## src/design/eth_rxf_pkg.sv

```systemverilog
// shared types, constants and the byte-wide crc-32 step for the receive filter
// no dependencies
`default_nettype none

package eth_rxf_pkg;

  localparam int unsigned ADDR_W    = 48;
  localparam int unsigned LEN_W     = 11;
  localparam int unsigned VERDICT_W = 3;

  localparam logic [LEN_W-1:0]  LEN_MAX     = 11'd2047;
  localparam logic [LEN_W-1:0]  MIN_LEN_RST = 11'd46;
  localparam logic [15:0]       TYPE_IP     = 16'h0800;
  localparam logic [15:0]       TYPE_ARP    = 16'h0806;
  localparam logic [ADDR_W-1:0] BCAST_ADDR  = 48'hFFFF_FFFF_FFFF;
  localparam logic [31:0]       CRC_POLY    = 32'hEDB8_8320;
  localparam logic [31:0]       CRC_INIT    = 32'hFFFF_FFFF;

  // register index, taken from paddr bit 3
  localparam logic REG_STATION = 1'b0;
  localparam logic REG_MIN_LEN = 1'b1;

  typedef enum logic [VERDICT_W-1:0] {
    VERDICT_IP        = 3'd0,
    VERDICT_ARP       = 3'd1,
    VERDICT_UNKNOWN   = 3'd2,
    VERDICT_NOT_FOR_ME = 3'd3,
    VERDICT_TOO_SHORT = 3'd4,
    VERDICT_BAD_FCS   = 3'd5
  } verdict_t;

  typedef struct packed {
    logic [7:0] data;
    logic       last;
  } rx_beat_t;

  typedef struct packed {
    logic [ADDR_W-1:0] station_addr;
    logic [LEN_W-1:0]  min_len;
  } filt_cfg_t;

  typedef struct packed {
    logic              is_broadcast;
    logic [LEN_W-1:0]  frame_length;
    logic [VERDICT_W-1:0] verdict;
  } rx_result_t;

  // reflected crc-32 over one byte, lsb first
  function automatic logic [31:0] crc_byte(input logic [31:0] crc_in, input logic [7:0] b);
    logic [31:0] c;
    c = crc_in ^ {24'd0, b};
    for (int i = 0; i < 8; i++) begin
      if (c[0]) begin
        c = (c >> 1) ^ CRC_POLY;
      end else begin
        c = c >> 1;
      end
    end
    return c;
  endfunction

endpackage

`default_nettype wire

```

## src/design/eth_rx_frame_filter.sv

```systemverilog
// top level of the ethernet receive filter: register file, input stage and core
// depends on eth_rxf_pkg, eth_rxf_cfg, eth_rxf_in, eth_rxf_core
//
//   port group | dir  | beat contents
//   in_*       | in   | one frame byte, tlast on the final (fcs) byte
//   out_*      | out  | one verdict per frame, sent after its last byte
//   cfg_*      | both | station address at 0x0, minimum length at 0x8
//
// one byte per cycle sustained while no stalled result holds back a last byte; a
// byte sits in the input register and the crc step, header capture and verdict run
// between it and the result register, which offers the verdict once the last byte is taken.
// reset clears all frame state; the registers return to address 0 and length 46.
// a stalled result only holds back a following last byte, other bytes keep flowing.
`default_nettype none

module eth_rx_frame_filter
  import eth_rxf_pkg::*;
(
  input  wire logic        clk,
  input  wire logic        rst_n,
  input  wire logic        in_tvalid,
  output logic             in_tready,
  input  wire logic [7:0]  in_tdata,    // [7:0] data_byte
  input  wire logic        in_tlast,    // last_byte
  output logic             out_tvalid,
  input  wire logic        out_tready,
  output logic [15:0]      out_tdata,   // [2:0] verdict, [13:3] frame_length, [14] is_broadcast
  input  wire logic        cfg_psel,
  input  wire logic        cfg_penable,
  input  wire logic        cfg_pwrite,
  input  wire logic [3:0]  cfg_paddr,
  input  wire logic [63:0] cfg_pwdata,
  output logic [63:0]      cfg_prdata,
  output logic             cfg_pready
);

  filt_cfg_t cfg;
  rx_beat_t  beat;
  logic      beat_valid;
  logic      beat_take;

  eth_rxf_cfg u_cfg (
    .clk         (clk),
    .rst_n       (rst_n),
    .cfg_psel    (cfg_psel),
    .cfg_penable (cfg_penable),
    .cfg_pwrite  (cfg_pwrite),
    .cfg_paddr   (cfg_paddr),
    .cfg_pwdata  (cfg_pwdata),
    .cfg_prdata  (cfg_prdata),
    .cfg_pready  (cfg_pready),
    .cfg         (cfg)
  );

  eth_rxf_in u_in (
    .clk        (clk),
    .rst_n      (rst_n),
    .in_tvalid  (in_tvalid),
    .in_tready  (in_tready),
    .in_tdata   (in_tdata),
    .in_tlast   (in_tlast),
    .beat_valid (beat_valid),
    .beat       (beat),
    .beat_take  (beat_take)
  );

  eth_rxf_core u_core (
    .clk        (clk),
    .rst_n      (rst_n),
    .cfg        (cfg),
    .beat_valid (beat_valid),
    .beat       (beat),
    .beat_take  (beat_take),
    .out_tvalid (out_tvalid),
    .out_tready (out_tready),
    .out_tdata  (out_tdata)
  );

endmodule

`default_nettype wire

```

## src/design/eth_rxf_cfg.sv

```systemverilog
// apb-style register file: station address and minimum frame length
// depends on eth_rxf_pkg
`default_nettype none

module eth_rxf_cfg
  import eth_rxf_pkg::*;
(
  input  wire logic        clk,
  input  wire logic        rst_n,
  input  wire logic        cfg_psel,
  input  wire logic        cfg_penable,
  input  wire logic        cfg_pwrite,
  input  wire logic [3:0]  cfg_paddr,
  input  wire logic [63:0] cfg_pwdata,
  output logic [63:0]      cfg_prdata,
  output logic             cfg_pready,
  output filt_cfg_t        cfg
);

  logic [ADDR_W-1:0] station_r;
  logic [LEN_W-1:0]  min_len_r;
  logic              wr_en;

  assign cfg_pready = 1'b1;
  assign wr_en = cfg_psel && cfg_penable && cfg_pwrite && cfg_pready;

  always_ff @(posedge clk) begin
    if (!rst_n) begin
      station_r <= '0;
      min_len_r <= MIN_LEN_RST;
    end else if (wr_en) begin
      case (cfg_paddr[3])
        REG_STATION: station_r <= cfg_pwdata[ADDR_W-1:0];
        REG_MIN_LEN: min_len_r <= cfg_pwdata[LEN_W-1:0];
        default: ;
      endcase
    end
  end

  always_comb begin
    case (cfg_paddr[3])
      REG_STATION: cfg_prdata = {16'd0, station_r};
      REG_MIN_LEN: cfg_prdata = {53'd0, min_len_r};
      default:     cfg_prdata = '0;
    endcase
  end

  assign cfg.station_addr = station_r;
  assign cfg.min_len      = min_len_r;

endmodule

`default_nettype wire

```

## src/design/eth_rxf_in.sv

```systemverilog
// input register stage: holds one received beat until the core takes it
// depends on eth_rxf_pkg
`default_nettype none

module eth_rxf_in
  import eth_rxf_pkg::*;
(
  input  wire logic       clk,
  input  wire logic       rst_n,
  input  wire logic       in_tvalid,
  output logic            in_tready,
  input  wire logic [7:0] in_tdata,
  input  wire logic       in_tlast,
  output logic            beat_valid,
  output rx_beat_t        beat,
  input  wire logic       beat_take
);

  logic     vld_r;
  logic     vld_nxt;
  rx_beat_t beat_r;
  logic     accept;

  // refill in the same cycle the core drains the register
  assign in_tready = !vld_r || beat_take;
  assign accept    = in_tvalid && in_tready;

  always_comb begin
    vld_nxt = vld_r;
    if (accept) begin
      vld_nxt = 1'b1;
    end else if (beat_take) begin
      vld_nxt = 1'b0;
    end
  end

  always_ff @(posedge clk) begin
    if (!rst_n) begin
      vld_r <= 1'b0;
    end else begin
      vld_r <= vld_nxt;
    end
  end

  always_ff @(posedge clk) begin
    if (accept) begin
      beat_r.data <= in_tdata;
      beat_r.last <= in_tlast;
    end
  end

  assign beat_valid = vld_r;
  assign beat       = beat_r;

endmodule

`default_nettype wire

```

## src/design/eth_rxf_core.sv

```systemverilog
// per-frame state (crc, fcs delay line, count, header capture), verdict and result register
// depends on eth_rxf_pkg
`default_nettype none

module eth_rxf_core
  import eth_rxf_pkg::*;
(
  input  wire logic        clk,
  input  wire logic        rst_n,
  input  wire filt_cfg_t   cfg,
  input  wire logic        beat_valid,
  input  wire rx_beat_t    beat,
  output logic             beat_take,
  output logic             out_tvalid,
  input  wire logic        out_tready,
  output logic [15:0]      out_tdata
);

  logic [31:0]       crc_r, crc_nxt;
  logic [31:0]       tail_r, tail_nxt;
  logic [LEN_W-1:0]  cnt_r, cnt_nxt;
  logic [ADDR_W-1:0] dest_r, dest_nxt;
  logic [15:0]       etype_r, etype_nxt;
  logic              out_vld_r, out_vld_nxt;
  rx_result_t        res_r, res_nxt;
  logic [31:0]       fcs;
  logic              bcast;
  logic              done;

  // a last beat waits while an untaken result sits in the output register
  assign beat_take = beat_valid && (!beat.last || !out_vld_r || out_tready);
  assign done      = beat_take && beat.last;

  always_comb begin
    // byte leaving the four-byte delay line is covered by the crc, the fcs is not
    crc_nxt   = (cnt_r >= 11'd4) ? crc_byte(crc_r, tail_r[31:24]) : crc_r;
    tail_nxt  = {tail_r[23:0], beat.data};
    cnt_nxt   = (cnt_r < LEN_MAX) ? cnt_r + 11'd1 : cnt_r;
    dest_nxt  = dest_r;
    etype_nxt = etype_r;
    for (int k = 0; k < 6; k++) begin
      if (cnt_r == LEN_W'(k)) begin
        dest_nxt[8*(5-k) +: 8] = beat.data;
      end
    end
    if (cnt_r == 11'd12) begin
      etype_nxt[15:8] = beat.data;
    end
    if (cnt_r == 11'd13) begin
      etype_nxt[7:0] = beat.data;
    end
  end

  // fcs goes out low byte first
  assign fcs   = {tail_nxt[7:0], tail_nxt[15:8], tail_nxt[23:16], tail_nxt[31:24]};
  assign bcast = (dest_nxt == BCAST_ADDR);

  always_comb begin
    res_nxt.frame_length = cnt_nxt;
    res_nxt.is_broadcast = bcast;
    if (cnt_nxt < cfg.min_len) begin
      res_nxt.verdict = VERDICT_TOO_SHORT;
    end else if (~crc_nxt != fcs) begin
      res_nxt.verdict = VERDICT_BAD_FCS;
    end else if (!bcast && dest_nxt != cfg.station_addr) begin
      res_nxt.verdict = VERDICT_NOT_FOR_ME;
    end else if (etype_nxt == TYPE_IP) begin
      res_nxt.verdict = VERDICT_IP;
    end else if (etype_nxt == TYPE_ARP) begin
      res_nxt.verdict = VERDICT_ARP;
    end else begin
      res_nxt.verdict = VERDICT_UNKNOWN;
    end
  end

  always_comb begin
    out_vld_nxt = out_vld_r;
    if (done) begin
      out_vld_nxt = 1'b1;
    end else if (out_tready) begin
      out_vld_nxt = 1'b0;
    end
  end

  always_ff @(posedge clk) begin
    if (!rst_n) begin
      crc_r     <= CRC_INIT;
      tail_r    <= '0;
      cnt_r     <= '0;
      dest_r    <= '0;
      etype_r   <= '0;
      out_vld_r <= 1'b0;
    end else begin
      out_vld_r <= out_vld_nxt;
      if (done) begin
        crc_r   <= CRC_INIT;
        tail_r  <= '0;
        cnt_r   <= '0;
        dest_r  <= '0;
        etype_r <= '0;
      end else if (beat_take) begin
        crc_r   <= crc_nxt;
        tail_r  <= tail_nxt;
        cnt_r   <= cnt_nxt;
        dest_r  <= dest_nxt;
        etype_r <= etype_nxt;
      end
    end
  end

  always_ff @(posedge clk) begin
    if (done) begin
      res_r <= res_nxt;
    end
  end

  assign out_tvalid = out_vld_r;
  assign out_tdata  = {1'b0, res_r};

endmodule

`default_nettype wire
```

## config.mk

```make
export PLATFORM = sky130hd
export DESIGN_NAME = eth_rx_frame_filter
export DESIGN_NICKNAME = d
export VERILOG_FILES = /design/src/design/eth_rxf_pkg.sv /design/src/design/eth_rx_frame_filter.sv /design/src/design/eth_rxf_cfg.sv /design/src/design/eth_rxf_in.sv /design/src/design/eth_rxf_core.sv
export SDC_FILE = /design/constraint.sdc
export NUM_CORES = 1
export LEC_CHECK = 0
export ABC_AREA = 1
export BUFFER_PORTS_ARGS = -buffer_cell sky130_fd_sc_hd__buf_2
export CAP_MARGIN = 10
export CORE_ASPECT_RATIO = 1.4
export CORE_MARGIN = 2
export CORE_UTILIZATION = 35
export CTS_CLUSTER_DIAMETER = 100
export DETAILED_ROUTE_END_ITERATION = 12
export HOLD_SLACK_MARGIN = 0.03
export PLACE_DENSITY = 0.58
export SLEW_MARGIN = 20
export SYNTH_ARGS = -nofsm -noshare
export SYNTH_HDL_FRONTEND = slang
export SYNTH_SLANG_ARGS = --single-unit
```

## constraint.sdc

```tcl
create_clock -name clk -period 4.1 [get_ports clk]
set_clock_uncertainty 0.1 [all_clocks]
set_input_delay 0.615 -clock clk [delete_from_list [all_inputs] [get_ports clk]]
set_output_delay 0.615 -clock clk [all_outputs]
set_load 0.05 [all_outputs]
```

==> results.yml, run 1 <==
run_status:
  outcome: "complete, no violations"
critical_path:
  reg2reg_depth: 14
  reg2reg_to: "u_core.out_tdata[1]"
  crit_chain: "nand2_1 -> nor4_4 -> nand2_1 -> nor2_1 -> nand2_2 -> nand3_1 -> xor2_1 -> ha_1 -> a21oi_1 -> o21ai_0 -> a21oi_1 -> nand2_1 -> nand4_1 -> nor2_1"
  critPathSlowestCell: "dfxtp_1"
  cp-start-kind: "register"
  cp-end-kind: "register"
  worstSetupPathType: "reg -> reg"
  critical_path.top_delay_family: "simple AND/OR/NAND/NOR gates"
  path_common_cell: "nand2_1"
  crit_fanout: 8
  reg2reg_slack_ns: 0.89
  max_stage_delay_ns: 0.54
  arrival_ns: 3.42
  worst_ep_required_time_ns: 4.31
  r2r-start: "u_core.cnt_r[2]"
  cp.buffers_inverters: 0
timing:
  worst_pin_slew_ns: 0.8506
  tns_ns: 0
  final-setup-viol-count: 0
  drv_slew: 0
  max_freq_mhz: 311.7
  min_period_ns: 3.209
  slew_headroom_pct: 43.23
  hold_viol: 0
  whs_ns: 0.1382
  fin_crit_sh_pct: 78.26
  rsz0062_at_grt: "no"
finish:
  fin_area_um2: 15110
  antenna-diode-count: 0
  layout_commonest_cell: "nand2_1"
  areaGrowthSynthToFinish_pct: 13.20
  most-common-layout-cells: "678 x nand2_1, 282 x inv_1, 200 x dfxtp_1"
  drive_above_1_share_pct: 11.24
  layout.nets: 2321
  fill_cells: 4097
  regArea_um2: 4725
  multiInputGateArea_um2: 7049
  post-route-util_pct: 40.15
run:
  max_cap_violations: 0
drt:
  drt-total-wl_um: 42130
  vias_per_cell: 4.962
  dr.pass1.iters: 5
  drtIter0Drc: 910
  ant_nets: 0
  wl_per_cell_um: 15.52
  drc: 0
  num_vias: 13470
power_and_ir_drop:
  power.switching_w: 0.002099
  total_power_w: 0.006142
  power_density_nw_per_um2: 406.6
  vdd_drop_max_mv: 0.2898
  p_int_w: 0.004043
  switching_share_pct: 34.18
  p_seq_share_pct: 39.1
  power_leakage_nw: 7.582
  power.share.clock_pct: 37.0
  combPwrFrac_pct: 23.8
yosys:
  synth_top_cell_by_area: "dfxtp_1"
  synthCells: 2135
  synth-seq-cells: 224
  synthTopCellsByArea: "dfxtp_1 30%, nand2_1 19%, inv_1 8.0%"
  avgSynthCellArea_um2: 6.250
  netlist.area_leader.share_pct: 30.00
  synth_area_um2: 13340
  ys_warn_count: 0
  ys_seq_area_share_pct: 35.41
  synth_cell_type_count: 38
grt:
  met1_usage_pct: 24.04
  grt-ovfl-total: 0
  grt_pass1_vias: 12300
  grt_max_degree: 131
  grt_pass1_wl_um: 66140
  grt.total_usage_pct: 20.90
  top_usage_layer: "met2"
  antenna_found_initial: 0
  grt_util_met3_pct: 2.173
  grt_use_met2_pct: 38.65
placement:
  dp_hpwl_um: 30630
  gp_congestion: 0.9383
  place_area_um2: 14300
  numPortBuffers: 129
clocking:
  cts_made_buffers: 25
  worstSkewPairLatency_ns: 0.56
  post_cts_resized: 0
  cts-root-buf: "clkbuf_16"
  clkTransAtPathRegs_ns: 0.06
  cts_sinks: 224
  clock_path_buffers: 3
  post_cts_buffers: 0
  cts_tree: "done"
  htreeDepth: 1
  cts.hold.buffers_added: 0
floorplan:
  dieArea_um2: 39730
  die_w_um: 169.0
  core_um2: 37630
  io_pins: 167
  start_util_pct: 35.46
  rows: 84
  die_h_um: 235.0
hold_path:
  min_to: "u_in.beat[8]"
  min-delay-start: "in_tdata[7]"
  hold_depth: 1
  min_path_type: "in -> reg"
-- sequential cells by signal, indices dropped and copies added, names as in the netlist --
| name | flops |
|---|---|
| u_cfg.min_len_r | 11 |
| u_cfg.station_r | 48 |
| u_core.cnt_r | 11 |
| u_core.crc_r | 32 |
| u_core.dest_r | 48 |
| u_core.etype_r | 16 |
| u_core.out_tdata | 15 |
| u_core.out_tvalid | 1 |
| u_core.tail_r | 32 |
| u_in.beat | 9 |
| u_in.beat_valid | 1 |
-- layout make-up --
cell class / instances / share of cell area [%]
Inverter: 299 / 7.446
Sequential cell: 224 / 31.28
Clock inverter: 12 / 0.7952
Multi-Input combinational cell: 1526 / 46.67
Tap cell: 473 / 3.918
Clock buffer: 34 / 4.564
Timing Repair Buffer: 147 / 5.334
-- worst max path at each step --
stage                         start             endpoint  slack (ns)  cells past startpoint
floorplan              cfg_paddr[3]       cfg_prdata[10]        1.31                      3
global placement    u_core.cnt_r[2]  u_core.out_tdata[1]        0.89                     14
detailed placement  u_core.cnt_r[2]  u_core.out_tdata[2]        0.85                     15
CTS                 u_core.cnt_r[2]  u_core.out_tdata[2]        0.85                     15
global route        u_core.cnt_r[2]  u_core.out_tdata[1]        0.55                     14
finish              u_core.cnt_r[2]  u_core.out_tdata[1]        0.89                     14
-- worst register-to-register path, stage by stage, from the launching register on --
cell and delay (ns):
dfxtp_1 0.54, nand2_1 0.19, nor4_4 0.25, nand2_1 0.13
nor2_1 0.21, nand2_2 0.14, nand3_1 0.12, xor2_1 0.29
ha_1 0.31, a21oi_1 0.11, o21ai_0 0.09, a21oi_1 0.13
nand2_1 0.15, nand4_1 0.16, nor2_1 0.06
-- routing by layer --
metal,vias up,part of all wire (%)
li1,6899,-
met1,6151,40
met2,336,51
met3,85,4.6
met4,0,4.4
met5,-,0
-- through the flow --
| stage | setup WS [ns] | std cells |
|---|---|---|
| 5_1_grt | 0.5500 | 2715 |
| 3_5_place_dp | 0.8550 | 2669 |
| 3_3_place_gp | 0.8868 | 2669 |
| 6_report | 0.8914 | 2715 |
| 2_1_floorplan | 1.315 | 2151 |
| 4_1_cts | 0.8483 | 2715 |
-- cell families after synthesis --
| family | synth area share (%) |
|---|---|
| DFF | 35.41 |
| xor gates and xnor gates | 1.575 |
| AOI/OAI and AO/OA | 15.88 |
| buffers and inverters | 12.36 |
| and+or+nand+nor | 33.41 |
| adders and majority gates | 1.313 |
| other | 0.05628 |
-- Yosys cell counts --
cell	n
nor2_1	193
nand2_4	7
nand3_2	3
edfxtp_1	24
nand2_2	14
buf_2	4
ha_1	14
nand3b_1	4
a211oi_1	1
clkinv_1	3
buf_1	11
o21ai_1	20
nand2_1	679
o21ai_0	189
nand3_1	114
nor2_8	1
a21oi_2	1
conb_1	2
nor4_1	6
nor2_4	7
nor3_1	6
inv_1	284
inv_2	12
nand4_1	25
o2111ai_1	1
dfxtp_1	200
o211ai_1	19
a21oi_1	160
and3_1	1
xnor2_1	2
or2_1	1
nor2_2	5
xor2_1	22
clkbuf_1	58
nor4_4	1
buf_6	8
buf_4	21
o21ai_2	12
-- power groups by stage --
| stage | combinational, W | sequential (W) | clock (W) |
|---|---|---|---|
| final | 0.00146 | 0.00240 | 0.00227 |
| after global routing | 0.00165 | 0.00242 | 0.00241 |
| after CTS | 0.00146 | 0.00240 | 0.00233 |
| after detailed placement | 0.00146 | 0.00245 | 0 |
| after global placement | 0.00144 | 0.00245 | 0 |
| after floorplan | 0.00108 | 0.00244 | 0 |
Power figures use the tool's default switching activity.
==> run 2, diff against run 1 <==
- clock period: 4.1 -> 3.3 ns (I/O delays scaled with it)
==> run 2 against run 1 <==
Sequential power up 24%. Highest routed layer unchanged. Setup slack worse by 0.64 ns. Critical path depth unchanged. Critical path type unchanged. Largest cell class unchanged. Hold slack worse by 0.091 ns. Sequential share of layout area down 0.75 points. First-iteration DRC count down 3.5%. Global-route usage down 0.15 points. Maximum frequency up 5.1%.
==> results.yml, run 2 (synthesis gave the netlist of run 1 again) <==
timing:
  max_freq_mhz: 327.7
  hold_viol: 0
  min_period_ns: 3.052
  worst_pin_slew_ns: 0.9138
  slew_headroom_pct: 39.02
  drv_slew: 0
  final-setup-viol-count: 0
  setup_slack_ns: 0.2483
  fin_crit_sh_pct: 92.47
  rsz0062_at_grt: "no"
  tns_ns: 0
critical_path:
  worstSetupPathType: "reg -> reg"
  worst_ep_required_time_ns: 3.50
  cp-end-kind: "register"
  r2r-start: "u_core.cnt_r[0]"
  arrival_ns: 3.25
  crit_fanout: 7
  cp-startpoint: "u_core.cnt_r[0]"
  cp-start-kind: "register"
placement:
  post-place-ws_ns: 0.1979
  gp_congestion: 0.9546
  dp_hpwl_um: 30720
  numPortBuffers: 129
power_and_ir_drop:
  power_leakage_nw: 7.788
  vdd_drop_max_mv: 0.3820
  power_density_nw_per_um2: 509.8
drt:
  dr.pass1.iters: 5
  drtIter0Drc: 878
  drt-total-wl_um: 41950
  num_vias: 13500
  drc: 0
  ant_nets: 0
  vias_per_cell: 4.919
  wl_per_cell_um: 15.29
run:
  max_cap_violations: 0
finish:
  drive_above_1_share_pct: 12.33
  areaGrowthSynthToFinish_pct: 16.00
  post-route-util_pct: 41.14
  fill_cells: 4017
  most-common-layout-cells: "678 x nand2_1, 282 x inv_1, 200 x dfxtp_1"
  largestRegisters: "u_cfg.station_r: 48 flops, u_core.dest_r: 48 flops"
  layout_commonest_cell: "nand2_1"
  antenna-diode-count: 0
  layout.nets: 2351
clocking:
  cts_made_buffers: 24
  cts_sinks: 224
  worstSkewPairLatency_ns: 0.55
  cts-root-buf: "clkbuf_16"
  clock_path_buffers: 3
  cts_tree: "done"
  clkTransAtPathRegs_ns: 0.07
  htreeDepth: 1
grt:
  grt_pass1_vias: 12450
  antenna_found_initial: 0
  grt_max_degree: 131
  grt.total_usage_pct: 20.75
  grt_pass1_wl_um: 66190
  grt-ovfl-total: 0
floorplan:
  start_util_pct: 35.46
  die_h_um: 235.0
  dieArea_um2: 39730
  die_w_um: 169.0
  core_um2: 37630
  rows: 84
  io_pins: 167
hold_path:
  min_path_type: "in -> reg"
  min-delay-start: "in_tdata[3]"
run_status:
  outcome: "complete, no violations"
run 2: cell count changes in the layout (fill, tap and decap cells not counted), moves of 3 or more:
cell / before / now
bufinv_16: 2 / 5
buf_12: 2 / 6
dlygate4sd3_1: 0 / 6
buf_4: 16 / 37
run 2: area by class of cell:
class                           count  area (µm²)  share of cell area (%)
Clock buffer                       31       679.4                   4.389
Clock inverter                     13       198.9                   1.285
Inverter                          299        1125                   7.267
Multi-Input combinational cell   1526        7056                   45.58
Sequential cell                   224        4725                   30.52
Tap cell                          473       591.8                   3.823
Timing Repair Buffer              178        1104                   7.130
run 2: worst max-delay path, cell delays in order (launching register included):
cell and delay (ns):
dfxtp_1 0.40, inv_1 0.14, nor4_4 0.35, nand2_1 0.15, nor2_2 0.16, nand2_2 0.12, nand3_1 0.11, xor2_1 0.29
ha_1 0.31, a21oi_1 0.12, o21ai_0 0.09, a21oi_1 0.13, nand2_1 0.15, nand4_1 0.15, nor2_1 0.05
run 2: stage by stage:
stage	std cells	cell area [µm²]	hold WS, ns	power, W
floorplan	2151	13400	0.3499	0.004368
global placement	2694	14530	0.3663	0.004882
detailed placement	2694	14530	0.3698	0.004908
CTS	2744	15470	0.03066	0.007960
global route	2744	15480	0.03869	0.008302
finish	2744	15480	0.04713	0.007892
run 2: timing repair:
action,in CTS,in global routing
setup buffers,0,0
setup endpoints to repair,0,2
hold buffers,6,0
hold endpoints to repair,6,0
resized for setup,0,2
run 2: path summary, 6_finish.rpt:
| path | end | slack [ns] | depth (start not counted) |
|---|---|---|---|
| max reg2reg | u_core.out_tdata[1] | 0.25 | 14 |
| max | u_core.out_tdata[1] | 0.25 | 14 |
| min reg2reg | u_core.tail_r[7] | 0.38 | 2 |
| min | u_in.beat[4] | 0.05 | 1 |
run 2: layer usage:
layer | up-vias | GRT usage, % | share of wire, %
met2 | 321 | 39.06 | 52
li1 | 6959 | - | -
met5 | - | 0 | 0
met1 | 6156 | 24.41 | 41
met4 | 0 | 6.786 | 3.0
met3 | 62 | 1.937 | 4.2
run 2: where the power goes:
group | internal, W | switching, W | total, W | leakage [nW]
Sequential | 0.00289 | 0.0000882 | 0.00298 | 1.86
Clock | 0.00185 | 0.00119 | 0.00303 | 0.429
Combinational | 0.000561 | 0.00132 | 0.00188 | 5.50
==> run 3, diff against run 2 <==
- PLACE_DENSITY: 0.58 -> 0.57
- SYNTH_HIERARCHICAL: not set -> 1
==> run 3 against run 2 <==
Area after synthesis rose by 6.2%. Hold slack about the same. Die area grew 6.1%. Critical path depth grew 3. Count of clock-buffer cells in the layout is 2 higher. Sequential power up 2%. Sequential share of layout area fell by 1.6 points. Routed wire length up 5.9%. Non-clock buffer count increased by 8. Clock power decreased by 1%. Critical path type unchanged. Largest cell class unchanged. Highest routed layer unchanged.
==> results.yml, run 3 <==
finish:
  fin_area_um2: 16340
  most-common-layout-cells: "784 x nand2_1, 346 x inv_1, 288 x nor2_1"
  areaGrowthSynthToFinish_pct: 15.26
  fill_cells: 4317
  fin_cells: 3018
  post-route-util_pct: 40.68
  antenna-diode-count: 0
  drive_above_1_share_pct: 11.92
  largestRegisters: "u_cfg/station_r: 48 flops, u_core/dest_r: 48 flops"
  layout_commonest_cell: "nand2_1"
  layout.nets: 2564
timing:
  hold_viol: 0
  slew_headroom_pct: 33.33
  drv_slew: 0
  fin_crit_sh_pct: 92.85
  worst_pin_slew_ns: 1.000
  min_period_ns: 3.064
  final-setup-viol-count: 0
  max_freq_mhz: 326.4
clocking:
  worstSkewPairLatency_ns: 0.54
  cts_sinks: 224
  cts-root-buf: "clkbuf_16"
  cts_made_buffers: 25
  cts_tree: "done"
  clkTransAtPathRegs_ns: 0.06
  htreeDepth: 1
  clock_path_buffers: 3
yosys:
  synthTopCellsByArea: "dfxtp_1 28%, nand2_1 21%, inv_1 9.2%"
  synth_common_cells: "787 x nand2_1, 346 x inv_1, 290 x nor2_1"
  synth-main-ff-cell: "dfxtp_1"
  synth_edf_count: 24
  netlist.area_leader.share_pct: 28.25
  synthCells: 2354
  yosysMostFrequentCell: "nand2_1"
  synth-seq-cells: 224
  synth_top_cell_by_area: "dfxtp_1"
  synth_area_um2: 14170
  synth_cell_type_count: 43
  avgSynthCellArea_um2: 6.022
  ys_seq_area_share_pct: 33.33
  synthArstFlopShare_pct: 0
  ys_warn_count: 6
grt:
  grt_max_degree: 185
  antenna_found_initial: 0
  grt_pass1_vias: 13110
  grt-ovfl-total: 0
  grt.total_usage_pct: 20.27
  grt_pass1_wl_um: 69120
drt:
  ant_nets: 0
  wl_per_cell_um: 14.72
  drt-total-wl_um: 44410
  vias_per_cell: 4.784
  dr.pass1.iters: 7
  drc: 0
  num_vias: 14440
  drtIter0Drc: 832
critical_path:
  cp_num_cells: 17
  critPathSlowestCell: "dfxtp_1"
  crit_fanout: 9
  worst_ep_required_time_ns: 3.49
  cp.buffers_inverters: 3
  worstSetupPathType: "reg -> reg"
  cp-start-kind: "register"
  path_common_cell: "nand2_1"
  critical_path.top_delay_family: "simple AND/OR/NAND/NOR gates"
  crit_chain: "buf_4 -> inv_1 -> ha_1 -> inv_1 -> nor2_4 -> nand2_1 -> nand2_1 -> nand2_1 -> nand2_1 -> nand4_1 -> nor2_1 -> nand2_1 -> nor2_1 -> nand3_1 -> nand2_1 -> and2_1 -> nor2_1"
  arrival_ns: 3.26
  max_stage_delay_ns: 0.31
  reg2reg_depth: 17
  cp-end-kind: "register"
power_and_ir_drop:
  power.switching_w: 0.002878
  p_int_w: 0.005376
  p_seq_share_pct: 36.7
  total_power_w: 0.008254
  power.share.clock_pct: 36.2
  switching_share_pct: 34.86
  combPwrFrac_pct: 27.1
  vdd_drop_max_mv: 0.4284
  power_density_nw_per_um2: 505.2
  power_leakage_nw: 8.426
run:
  max_cap_violations: 0
placement:
  dp_hpwl_um: 31720
  place_area_um2: 15330
  dp.cells: 2964
  gp_congestion: 0.8817
  numPortBuffers: 129
floorplan:
  start_util_pct: 35.29
  io_pins: 167
  core_um2: 40170
  rows: 87
  die_w_um: 174.1
  die_h_um: 242.1
  dieArea_um2: 42150
hold_path:
  hold_depth: 1
  min_path_type: "in -> reg"
run_status:
  outcome: "complete, no violations"
==> run 3: area by class of cell <==
type / instances / area (µm²) / share of cell area, %
inverter: 361 / 1355 / 8.294
clock buffer: 33 / 726.9 / 4.449
tap: 534 / 668.1 / 4.089
clock inverter: 12 / 145.1 / 0.8883
timing repair buffer: 186 / 1161 / 7.107
sequential: 224 / 4726 / 28.92
multi-input combinational: 1668 / 7556 / 46.25
==> run 3: power groups by stage <==
stage                     logic, W  registers, W  clock network, W
after floorplan            0.00160       0.00308                 0
after global placement     0.00215       0.00308                 0
after detailed placement   0.00218       0.00309                 0
after CTS                  0.00219       0.00303           0.00307
after global routing       0.00251       0.00305           0.00317
final                      0.00224       0.00303           0.00299
==> run 3: final timing paths <==
kind / startpoint / end / slack (ns)
max: u_core/cnt_r[0] / u_core/out_tdata[1] / 0.24
min: in_tdata[7] / u_in/beat[8] / 0.05
min reg2reg: u_cfg/min_len_r[2] / u_cfg/min_len_r[2] / 0.39
max reg2reg: u_core/cnt_r[0] / u_core/out_tdata[1] / 0.24
==> run 3: timing repair <==
action | in CTS | in global routing
endpoints found under the hold margin | 4 | 1
buffers inserted | 0 | 3
setup endpoints to repair | 0 | 3
hold buffers | 4 | 1
resized for setup | 0 | 9
==> run 3: logic make-up after synthesis <==
kind of cell,count (synthesis),synth area share [%]
AO/OA/AOI/OAI,272,10.46
buffers and inverters,478,14.31
adder cells (fa/ha/maj),14,1.236
other,3,0.07944
flip-flops,224,33.33
AND/OR/NAND/NOR,1343,39.35
XOR/XNOR,20,1.236
==> run 3: per-layer routing <==
| metal | wire [µm] | GRT usage [%] | vias up |
|---|---|---|---|
| met3 | 1893 | 1.868 | 101 |
| met1 | 18070 | 23.92 | 6478 |
| met4 | 2125 | 8.947 | 0 |
| li1 | - | - | 7476 |
| met5 | 0 | 0 | - |
| met2 | 22320 | 37.03 | 383 |
==> run 3: per-stage QoR <==
stage	hold slack, ns	TNS (ns)	setup WS, ns
floorplan	0.3505	0	0.5226
CTS	0.03295	0	0.1463
global placement	0.3743	0	0.1710
finish	0.04735	0	0.2359
detailed placement	0.3798	0	0.1654
global route	0.03256	-0.01523	-0.01523
